==> src/chkv_pkg.sv <==
// Package: types and constants for the chained hash key/value map.
`default_nettype none
package chkv_pkg;
  localparam int NUM_BUCKETS = 64;
  localparam int POOL_ENTRIES = 256;
  localparam int BW = (NUM_BUCKETS > 1) ? $clog2(NUM_BUCKETS) : 1;
  localparam int LW = $clog2(POOL_ENTRIES + 1);
  localparam int IW = (POOL_ENTRIES > 1) ? $clog2(POOL_ENTRIES) : 1;
  localparam logic [LW-1:0] NIL = LW'(POOL_ENTRIES);
  localparam logic FUNC_INSERT = 1'b0;
  localparam logic FUNC_LOOKUP = 1'b1;

  typedef struct packed {
    logic        func;
    logic [31:0] key;
    logic [31:0] value;
  } in_item_t;

  typedef struct packed {
    logic        found;
    logic [31:0] read_value;
    logic        status;
  } out_item_t;

  typedef struct packed {
    in_item_t       item;
    logic [BW-1:0]  bucket;
  } cmd_t;
endpackage
`default_nettype wire

==> src/chkv_front.sv <==
// Front end: accepts items, computes the bucket and queues commands.
`default_nettype none
module chkv_front (
  input  wire logic              clk,
  input  wire logic              rst,
  input  wire logic              push,
  output logic                   full,
  input  wire chkv_pkg::in_item_t in_item,
  output logic                   cmd_valid,
  output chkv_pkg::cmd_t         cmd,
  input  wire logic              cmd_take
);
  chkv_pkg::cmd_t q [2];
  logic [1:0] count;
  logic       wp, rp;
  logic       do_push, do_pop;

  assign full      = (count == 2'd2);
  assign cmd_valid = (count != 2'd0);
  assign cmd       = q[rp];
  assign do_push   = push && !full;
  assign do_pop    = cmd_take && cmd_valid;

  always_ff @(posedge clk) begin
    if (do_push) begin
      q[wp].item   <= in_item;
      q[wp].bucket <= in_item.key[chkv_pkg::BW-1:0] & chkv_pkg::BW'(chkv_pkg::NUM_BUCKETS - 1);
    end
    if (rst) begin
      count <= 2'd0;
      wp    <= 1'b0;
      rp    <= 1'b0;
    end else begin
      if (do_push) wp <= !wp;
      if (do_pop) rp <= !rp;
      count <= count + {1'b0, do_push} - {1'b0, do_pop};
    end
  end
endmodule
`default_nettype wire

==> config.mk <==
export PLATFORM = sky130hd
export DESIGN_NAME = chkv_front
export DESIGN_NICKNAME = d
export VERILOG_FILES = /design/src/chkv_pkg.sv /design/src/chkv_front.sv
export SDC_FILE = /design/constraint.sdc
export NUM_CORES = 1
export LEC_CHECK = 0
export BUFFER_PORTS_ARGS = -buffer_cell sky130_fd_sc_hd__buf_2
export CORE_UTILIZATION = 46
export DETAILED_ROUTE_END_ITERATION = 8
export GPL_TIMING_DRIVEN = 0
export PLACE_DENSITY = 0.74
export RECOVER_POWER = 50
export SKIP_LAST_GASP = 1
export SLEW_MARGIN = 30
export SYNTH_ARGS = -nofsm -noshare
export SYNTH_HDL_FRONTEND = slang
export SYNTH_SLANG_ARGS = --single-unit
==> constraint.sdc <==
create_clock -name clk -period 2.68 [get_ports clk]
set_clock_uncertainty 0.1 [all_clocks]
set_input_delay 0 -clock clk [delete_from_list [all_inputs] [get_ports clk]]
set_output_delay 0 -clock clk [all_outputs]
set_load 0.02 [all_outputs]
==> results of run 1 <==
[per-layer routing]
metal,track usage,up-vias
met5,0,-
met4,0.07143,0
met3,0.05457,11
met2,0.3117,99
met1,0.1990,1432
li1,-,1374
[final cells by class]
| cell class | count | area share |
|---|---|---|
| flip-flops and latches | 135 | 0.5610 |
| repair buffers | 211 | 0.1920 |
| multi-input cells | 83 | 0.1196 |
| clock buffers | 22 | 0.06487 |
| well taps | 136 | 0.02384 |
| clock inverters | 10 | 0.02034 |
| plain buffers | 13 | 0.01595 |
| inverters | 4 | 0.002454 |
[sequential cells by signal (all words and copies together) (netlist names), named ones only]
register	count
count	2
q	130
rp	1
wp	1
[cells by family after synthesis]
group / Yosys count
muxes: 65
AOI/OAI and AO/OA: 3
buffers and inverters: 17
xor gates and xnor gates: 2
adders and majority gates: 2
DFF: 135
and+or+nand+nor: 11
[stage by stage]
| step | utilization | setup TNS [ps] | instances | setup slack (ps) |
|---|---|---|---|---|
| 6_report | 0.6852 | 0 | 614 | 607.3 |
| 5_1_grt | 0.6852 | 0 | 614 | 527.4 |
| 4_1_cts | 0.6909 | 0 | 614 | 606.3 |
| 3_5_place_dp | 0.5672 | 0 | 514 | 631.7 |
| 3_3_place_gp | 0.5628 | -43200 | 512 | -668.4 |
| 2_1_floorplan | - | 0 | 235 | 12.22 |
[where the power goes]
group / switching, mW / internal, mW / total [mW]
Combinational: 1.19 / 0.883 / 2.08
Sequential: 0.0817 / 2.69 / 2.77
Clock: 0.841 / 1.50 / 2.34
[layout by cell type, fill, tap and decap left out, types with 2 or more instances in the layout]
| cell | n |
|---|---|
| clkinvlp_4 | 2 |
| mux2_2 | 65 |
| edfxtp_1 | 130 |
| buf_4 | 7 |
| buf_12 | 2 |
| clkbuf_8 | 4 |
| dfxtp_1 | 5 |
| clkbuf_16 | 16 |
| clkbuf_1 | 47 |
| buf_6 | 5 |
| clkbuf_2 | 4 |
| buf_2 | 93 |
| inv_1 | 2 |
| bufinv_16 | 3 |
| clkinv_4 | 2 |
| inv_6 | 2 |
| nor2_1 | 3 |
| dlygate4sd3_1 | 68 |
| ha_1 | 2 |
[tightest hold or removal path, cell delays in order]
cell     delay [ps]
buf_2           110
nand2_1          80
ha_1            180
xor2_1          100
nor2_1          120
nor3_1           70
[synth_stat cells]
master / number
nand2b_2: 1
xor2_1: 1
nor2_1: 3
o21a_1: 1
or2_2: 1
o21ai_0: 1
buf_4: 7
dfxtp_1: 5
buf_2: 1
inv_2: 1
nand2_1: 1
or3_1: 1
and2_1: 1
xnor2_1: 1
a21oi_1: 1
edfxtp_1: 130
inv_1: 3
and3_2: 1
buf_6: 5
mux2_2: 65
nor3_1: 1
ha_1: 2
nor2b_1: 1
[worst max-delay path by stage]
stage	start	to	slack [ps]	cells after the start
floorplan	count[0]$_SDFF_PP0_	q[0][10]$_DFFE_PP_	10	4
global placement	count[0]$_SDFF_PP0_	q[0][47]$_DFFE_PP_	-670	4
detailed placement	count[0]$_SDFF_PP0_	q[0][19]$_DFFE_PP_	630	5
CTS	count[0]$_SDFF_PP0_	q[0][51]$_DFFE_PP_	610	5
global route	count[0]$_SDFF_PP0_	q[0][29]$_DFFE_PP_	530	5
finish	count[0]$_SDFF_PP0_	q[0][51]$_DFFE_PP_	610	5
[what timing repair did]
item,4_1_cts,5_1_grt
hold buffers,68,0
gates resized for setup,0,0
setup endpoints to repair,0,0
hold endpoints to repair,135,0
==> summary.txt, run 1 <==
Placed design
  • Placed wire-length estimate: 5.589 mm
  • Port Buffer Count: 141
  • Placer Congestion: 0.6873
  • Placed cell areas: 5908 um2

Die
  • Die ar.: 11260 um2
  • Cell row count: 37
  • Chip Width: 106.1 um
  • Total core area: 10420 um2
  • # IOs: 142
  • Chip Height: 106.1 um
  • Initial Util: 0.4787

Critical path
  • Worst stage delay on the critical path: 380 ps
  • Worst Path Arrival: 2160 ps
  • Crit Path Category: reg -> reg
  • Reg-to-reg slack, setup: 610 ps
  • CP top delay family: buffers and inverters
  • WP data required: 2770 ps
  • Cell count of the worst reg-to-reg path: 5
  • Crit-path cells: nand2b_2 -> inv_2 -> or3_1 -> inv_4 -> buf_12
  • R2R Path Start: count[0]$_SDFF_PP0_
  • Buffers & Inverters on Critical Path: 3
  • Crit path launch type: register
  • RR Endpoint: q[0][51]$_DFFE_PP_
  • Worst Path Max Fanout: 34
  • CP max-delay cell: dfxtp_1
  • CP Capture Type: register

GRT
  • Grt total ovfl: 0
  • Total track usage: 0.1769
  • Largest net degree at the start of global routing: 35
  • Wire length of the first global-routing pass: 14.77 mm
  • Initial antenna violation count: 0
  • Vias in the first global route: 3103

Cells and area
  • Nets: 536
  • Footprint of the multi-input gates: 853.3 um2
  • Final Cell Area: 7137 um2
  • Fillers: 717
  • Register area: 4004 um2
  • Fraction of layout cells with a size suffix above 1: 0.4414
  • Area grow syn2layout: 43.14%
  • Ant diodes: 0

Detailed routing
  • Vias per cell: 4.749
  • Highest Signal Layer: met4
  • TritonRoute pass-1 iters: 4
  • DRT antenna net count: 0
  • Met2 WL post-DR: 5.132 mm
  • Wirelength per Cell: 15.48 um
  • Vias after detailed routing: 2916
  • Post-Route WL: 9.504 mm
  • DRC: 0
  • Initial DRC count: 117
  • Met1 wire length: 3.757 mm
  • WL met3: 525 um

Power
  • PD cells: 1007 nW/um2
  • Leakage: 2.672 nW
  • PnR Total Power: 7.187 mW
  • VDD IR max: 852.1 uV

Timing
  • Period utilisation layout: 0.7734
  • WHS: 97.22 ps
  • Unrepaired setup endpoints after global routing: no
  • Max-slew headroom: 0.4763
  • Final setup viols: 0
  • Max-slew violations: 0
  • Final hold vios: 0
  • Worst-Margin Slew: 785.5 ps
  • Post-route minimum period: 2073 ps
  • Max Freq: 0.4825 GHz

Synthesis
  • Synthesized area: 4986 um2
  • Synth Area in Simple Gates: 0.01230
  • YS warnings: 0
  • Seq/Total Area, Yosys: 0.8030
  • Syn Area/Cell: 21.22 um2
  • Mux contribution to synthesized area: 0.1468
  • Yosys top cell by area: edfxtp_1
  • Post-Synth Adder-Cell Area: 0.005019
  • Synth Area in XOR/XNOR: 0.003513
  • Unique masters post-synth: 23
  • Largest family of logic cells by synthesized area: multiplexers
  • Post-synth top area share: 0.7829
  • Compound-cell area share of the yosys netlist: 0.003513
  • #FFs+latches synth: 135
  • Net Count, Synth: 306
  • Syn Inst Count: 235
  • Synth top area cells: edfxtp_1 (78%), mux2_2 (15%), dfxtp_1 (2.0%)

Clocking
  • H-tree Lvls: 4
  • Clock Latency Late Sink: 510 ps
  • CTS clock-pin slew for the worst setup and hold paths: 60 ps
  • CTS tree: done
  • Clk buf depth: 2
  • Cts bufs inserted: 17
  • Clock root buffer: clkbuf_8
  • Clock Sink Count: 135
  • Post-CTS Setup Bufs: 0

Flow run
  • Max Cap Viol: 0

Worst hold path
  • Hold Crit Start: push
  • Min-Delay Path Depth: 6
  • Hold Path Sink: count[1]$_SDFF_PP0_
  • Hold Path Class: in -> reg

Run status
  • Status: complete, no violations
Power figures use the tool's default switching activity.
==> run 2, diff against run 1 <==
- ABC_AREA: default -> 1
- CORE_UTILIZATION: 46 -> 47
- PLACE_DENSITY: 0.74 -> 0.75
- clock period: 2.68 -> 1.8 ns (I/O delays scaled with it)
==> run 2 against run 1 <==
Compared with the run above:
- critical path depth did not move
- combinational power rose by 66%
- flip-flop and latch count did not move
- worst setup slack got worse by 590 ps
- sequential power rose by 49%
- clock power rose by 32%
- non-clock buffer count rose by 6
- critical endpoint is now cmd[32]
- sequential share of layout area fell by 3.4 points
- via count rose by 2.4%
==> summary.txt, run 2 <==
Placed design
  • Placed wire-length estimate: 5.750 mm
  • Placed Cells: 533
  • Placed cell areas: 6232 um2
  • Placer Congestion: 0.6793
  • Port Buffer Count: 141

Synthesis
  • #FFs+latches synth: 135
  • Synth top area cells: edfxtp_1 (75%), mux2_4 (14%), mux2_2 (3.3%)
  • Net Count, Synth: 318
  • Syn Inst Count: 247
  • Ys async rst share: 0
  • Unique masters post-synth: 13
  • Top post-synthesis cells by count: edfxtp_1 (130), mux2_4 (50), mux2_2 (15)
  • Most frequent cell after synthesis: edfxtp_1
  • Syn Area/Cell: 21.02 um2
  • Synth Flop Type: edfxtp_1
  • Seq/Total Area, Yosys: 0.7711
  • YS warnings: 0
  • Number of flops mapped to enable cells by yosys: 130
  • Synthesized area: 5192 um2
  • Post-synth top area share: 0.7518
  • Yosys top cell by area: edfxtp_1

Worst hold path
  • Min-Delay Path Depth: 2
  • Hold Path Class: in -> reg

Critical path
  • Crit path launch type: register
  • CP Capture Type: output pin
  • CP top delay family: buffers and inverters
  • Crit-path cells: buf_12 -> buf_12 -> buf_12 -> mux2_4 -> buf_6
  • Levels on crit path: 5
  • Cell count of the worst reg-to-reg path: 6
  • CP max-delay cell: dfxtp_2
  • Worst Path Max Fanout: 8
  • WP data required: 1700 ps
  • Crit Path Category: reg -> out
  • Worst Path Arrival: 1680 ps
  • Buffers & Inverters on Critical Path: 4
  • Most frequent CP cell: buf_12
  • Worst stage delay on the critical path: 330 ps

Timing
  • Final setup viols: 0
  • Post-route minimum period: 1781 ps
  • Max-slew violations: 0
  • Period utilisation layout: 0.9896
  • WHS: 116.7 ps
  • Max Freq: 0.5614 GHz
  • Unrepaired setup endpoints after global routing: yes
  • Final hold vios: 0
  • Worst-Margin Slew: 335.5 ps
  • Max-slew headroom: 0.7755

Clocking
  • CTS tree: done
  • Clock Sink Count: 135
  • H-tree Lvls: 4
  • Cts bufs inserted: 17
  • Clock root buffer: clkbuf_8
  • CTS clock-pin slew for the worst setup and hold paths: 60 ps
  • Clock Latency Late Sink: 510 ps
  • Clk buf depth: 2

Detailed routing
  • Initial DRC count: 89
  • Vias after detailed routing: 2987
  • Post-Route WL: 9.646 mm
  • DRT antenna net count: 0
  • TritonRoute pass-1 iters: 4
  • DRC: 0
  • Wirelength per Cell: 15.17 um
  • Vias per cell: 4.697

Cells and area
  • Most common cell after layout, fill and taps aside: edfxtp_1
  • Area grow syn2layout: 46.31%
  • Non-filler cells, final: 636
  • Fillers: 716
  • Largest Register: q
  • Final Cell Area: 7597 um2
  • Largest regs: q x130, count x2
  • Nets: 554
  • Max reg flops: 130
  • Ant diodes: 0
  • Fraction of layout cells with a size suffix above 1: 0.4476
  • Commonest cells after routing, fill and taps aside: edfxtp_1 (130), buf_2 (87), dlygate4sd3_1 (68), mux2_4 (50), clkbuf_1 (40)

Flow run
  • Max Cap Viol: 0

Run status
  • Status: complete, no violations

GRT
  • Grt total ovfl: 0
  • Largest net degree at the start of global routing: 26
  • Initial antenna violation count: 0
  • Wire length of the first global-routing pass: 14.72 mm
  • Vias in the first global route: 3130
  • Total track usage: 0.1741

Die
  • Chip Height: 107.1 um
  • Initial Util: 0.4811
  • Total core area: 10790 um2
  • Chip Width: 107.1 um
  • Cell row count: 38
  • # IOs: 142
  • Die ar.: 11470 um2

Power
  • VDD IR max: 802.5 uV
  • Leakage: 2.972 nW
  • PD cells: 1404 nW/um2
run 2: changes by cell type after synthesis, sizes merged, moves of 3 or more:
cell   delta
inv       +6
nand3     +3
nand2     +7
nor2      +6
run 2: where the power goes:
part | internal, mW | total, mW | switching, mW
registers | 3.99 | 4.12 | 0.134
clock network | 1.90 | 3.09 | 1.20
logic | 1.71 | 3.45 | 1.74
total | 7.59 | 10.7 | 3.07
run 2: final cells by class:
type,count,area (um2),area share
multi-input combinational,89,1046,0.1377
buffer,7,101.3,0.01334
clock inverter,8,75.07,0.009881
tap,140,175.2,0.02306
timing repair buffer,223,1693,0.2228
clock buffer,24,460.4,0.06061
sequential,135,4005,0.5272
inverter,10,41.29,0.005435
run 2: stage by stage:
| step | total power, mW | setup slack [ps] | setup TNS (ps) | utilization |
|---|---|---|---|---|
| after global routing | 11.07 | -40.85 | -1051 | 0.7039 |
| after CTS | 10.74 | -27.26 | -31.12 | 0.7081 |
| after floorplan | 6.272 | -201.2 | -22430 | - |
| after global placement | 7.025 | -746.3 | -96060 | 0.5654 |
| after detailed placement | 7.234 | -58.63 | -1317 | 0.5774 |
| final | 10.66 | 18.77 | 0 | 0.7039 |
run 2: worst paths after layout:
kind / start / endpoint / slack [ps]
setup / recovery: register / cmd[32] / 20
hold / removal: in_item[61] / q[1][67]$_DFFE_PP_ / 120
setup reg to reg: count[0]$_SDFF_PP0_ / q[0][47]$_DFFE_PP_ / 50
hold reg to reg: wp$_SDFFE_PP0P_ / wp$_SDFFE_PP0P_ / 430
run 2: cells by family after synthesis:
family / count (synthesis) / synth area share
and+or+nand+nor: 20 / 0.01518
AOI/OAI and AO/OA: 2 / 0.001928
muxes: 65 / 0.1771
adders and majority gates: 2 / 0.004819
DFF: 135 / 0.7711
buffers and inverters: 23 / 0.02988
run 2: layer usage:
metal / global-route usage / part of all wire / up-vias
met5: 0 / 0 / -
met4: 0.07436 / 0.018 / 0
met3: 0.05167 / 0.053 / 14
met2: 0.3235 / 0.54 / 108
met1: 0.1807 / 0.39 / 1450
li1: - / - / 1415
run 2: what timing repair did:
item,4_1_cts,5_1_grt
pin swaps,1,0
endpoints found under the hold margin,152,0
gates resized for setup,37,4
hold buffers,68,0
setup endpoints to repair,79,63
buffers inserted,8,1
run 2: worst register-to-register path, delay by kind of cell, from the launching register on:
family	cells	cell delay, ps
and+or+nand+nor	3	450
DFF	1	370
buffers and inverters	3	530
==> run 3, diff against run 2 <==
- BUFFER_PORTS_ARGS: -buffer_cell sky130_fd_sc_hd__buf_2 -> default
- CORE_UTILIZATION: 47 -> 55
- DONT_BUFFER_PORTS: default -> 1
- PLACE_DENSITY: 0.75 -> 0.72
==> run 3 against run 2 <==
Compared with the run above:
- register-to-register slack better by 50 ps
- clock power up 17%
- via count down 15%
- largest power group unchanged
==> summary.txt, run 3 (synthesis results as in run 2) <==
Critical path
  • Worst Path Arrival: 1620 ps
  • Crit Path Category: reg -> out
  • Worst Path Max Fanout: 9
  • Crit path launch type: register
  • CP Capture Type: output pin
  • WP data required: 1700 ps

Detailed routing
  • Post-Route WL: 9.155 mm
  • Vias per cell: 5.263
  • Wirelength per Cell: 19.07 um
  • Vias after detailed routing: 2526
  • TritonRoute pass-1 iters: 4
  • Initial DRC count: 107
  • DRT antenna net count: 0
  • DRC: 0

Power
  • PD cells: 1530 nW/um2
  • Clock share of power: 0.339
  • Flop pwr share: 0.388
  • Cell Int Power: 7.665 mW
  • Sw power: 2.965 mW
  • Comb power frac: 0.273
  • Leakage: 2.596 nW
  • VDD IR max: 958.0 uV
  • Sw frac: 0.2789

Timing
  • Max-slew headroom: 0.6991
  • Max-slew violations: 0
  • Final setup viols: 0
  • Post-route minimum period: 1724 ps
  • Final hold vios: 0
  • Period utilisation layout: 0.9580
  • Max Freq: 0.5799 GHz
  • Final setup margin: 75.59 ps
  • Unrepaired setup endpoints after global routing: no
  • Worst-Margin Slew: 450.4 ps

Cells and area
  • Commonest cells after routing, fill and taps aside: edfxtp_1 (130), dlygate4sd3_1 (68), mux2_4 (50), buf_4 (24), clkbuf_16 (16)
  • Area grow syn2layout: 33.76%
  • Fraction of layout cells with a size suffix above 1: 0.3686
  • Max reg flops: 130
  • Ant diodes: 0
  • Final Util: 0.7552
  • Largest regs: q x130, count x2
  • Nets: 429
  • Most common cell after layout, fill and taps aside: edfxtp_1
  • Largest Register: q

Clocking
  • Cts bufs inserted: 17
  • Clock Latency Late Sink: 500 ps
  • Clock Sink Count: 135
  • CTS tree: done
  • Clk buf depth: 2
  • H-tree Lvls: 4
  • Clock root buffer: clkbuf_8
  • CTS clock-pin slew for the worst setup and hold paths: 60 ps

Die
  • Chip Width: 99.17 um
  • # IOs: 142
  • Die ar.: 9834 um2
  • Initial Util: 0.5646
  • Cell row count: 35
  • Chip Height: 99.17 um
  • Total core area: 9196 um2

GRT
  • GRT met3 Usage: 0.06465
  • Wire length of the first global-routing pass: 13.49 mm
  • Global-route track usage on met1: 0.1983
  • Largest net degree at the start of global routing: 29
  • Met2 Use GR: 0.3459
  • Vias in the first global route: 2614
  • Layer with the highest usage: met2
  • Grt total ovfl: 0
  • Total track usage: 0.1902
  • Initial antenna violation count: 0

Flow run
  • Max Cap Viol: 0

Run status
  • Status: complete, no violations

Placed design
  • Placed wire-length estimate: 5.065 mm
  • Port Buffer Count: 0
  • DP Worst Slack: 27.24 ps
  • Placer Congestion: 0.7219

Worst hold path
  • Hold Path Class: in -> reg
run 3: changes by cell type in the layout (fill, tap and decap cells not counted), sizes merged:
cell / delta
buf: -88
clkbuf: -43
bufinv: +4
clkinvlp: -3
clkinv: +2
inv: +1
run 3: path summary, 6_finish.rpt:
check	startpoint	endpoint	slack (ps)	cells past startpoint
setup / recovery	register	cmd[40]	80	4
hold / removal	rst	count[0]$_SDFF_PP0_	50	2
setup reg to reg	count[1]$_SDFF_PP0_	q[1][41]$_DFFE_PP_	100	4
hold reg to reg	rp$_SDFFE_PP0P_	rp$_SDFFE_PP0P_	410	2
run 3: timing repair:
action                                  in CTS  in global routing
buffers inserted                             5                 14
endpoints found under the setup margin       6                 60
gates resized for setup                      4                  3
hold endpoints to repair                   178                  0
hold buffers                                68                  0
pin swaps                                    0                  1
run 3: final cells by class:
type	instances	area [um2]
sequential	135	4005
fill	535	2251
multi-input combinational	89	1046
timing repair buffer	92	950.9
clock buffer	18	417.9
clock inverter	12	202.7
buffer	13	142.6
tap	111	138.9
inverter	10	41.29
run 3: metrics by stage:
stage / TNS [ps] / power [mW] / hold WS (ps) / area (um2) / instances
6_report: 0 / 10.63 / 47.97 / 6945 / 480
5_1_grt: 0 / 11.03 / 21.42 / 6945 / 480
4_1_cts: -3.003 / 10.56 / 7.575 / 6847 / 466
3_5_place_dp: 0 / 6.736 / -32.11 / 5490 / 363
3_3_place_gp: -92680 / 6.559 / -35.46 / 5360 / 358
2_1_floorplan: -22430 / 6.272 / -36.17 / 5221 / 247
run 3: power by group through the flow:
stage | combinational [mW] | sequential (mW) | clock (mW)
2_1_floorplan | 2.11 | 4.16 | 0
3_3_place_gp | 2.37 | 4.18 | 0
3_5_place_dp | 2.55 | 4.19 | 0
4_1_cts | 2.78 | 4.12 | 3.66
5_1_grt | 3.07 | 4.16 | 3.80
6_report | 2.90 | 4.12 | 3.60
run 3: critical path, cell delays in order (launching register included):
cell and delay, ps:
dfxtp_2 330, buf_6 130, buf_12 140, mux2_4 350, buf_4 170
run 3: layer usage:
metal | wire length (um) | up-vias | share of wire
met5 | 0 | - | 0
met4 | 128 | 0 | 0.014
met3 | 618 | 13 | 0.068
met2 | 4950 | 94 | 0.54
met1 | 3457 | 1254 | 0.38
li1 | - | 1165 | -
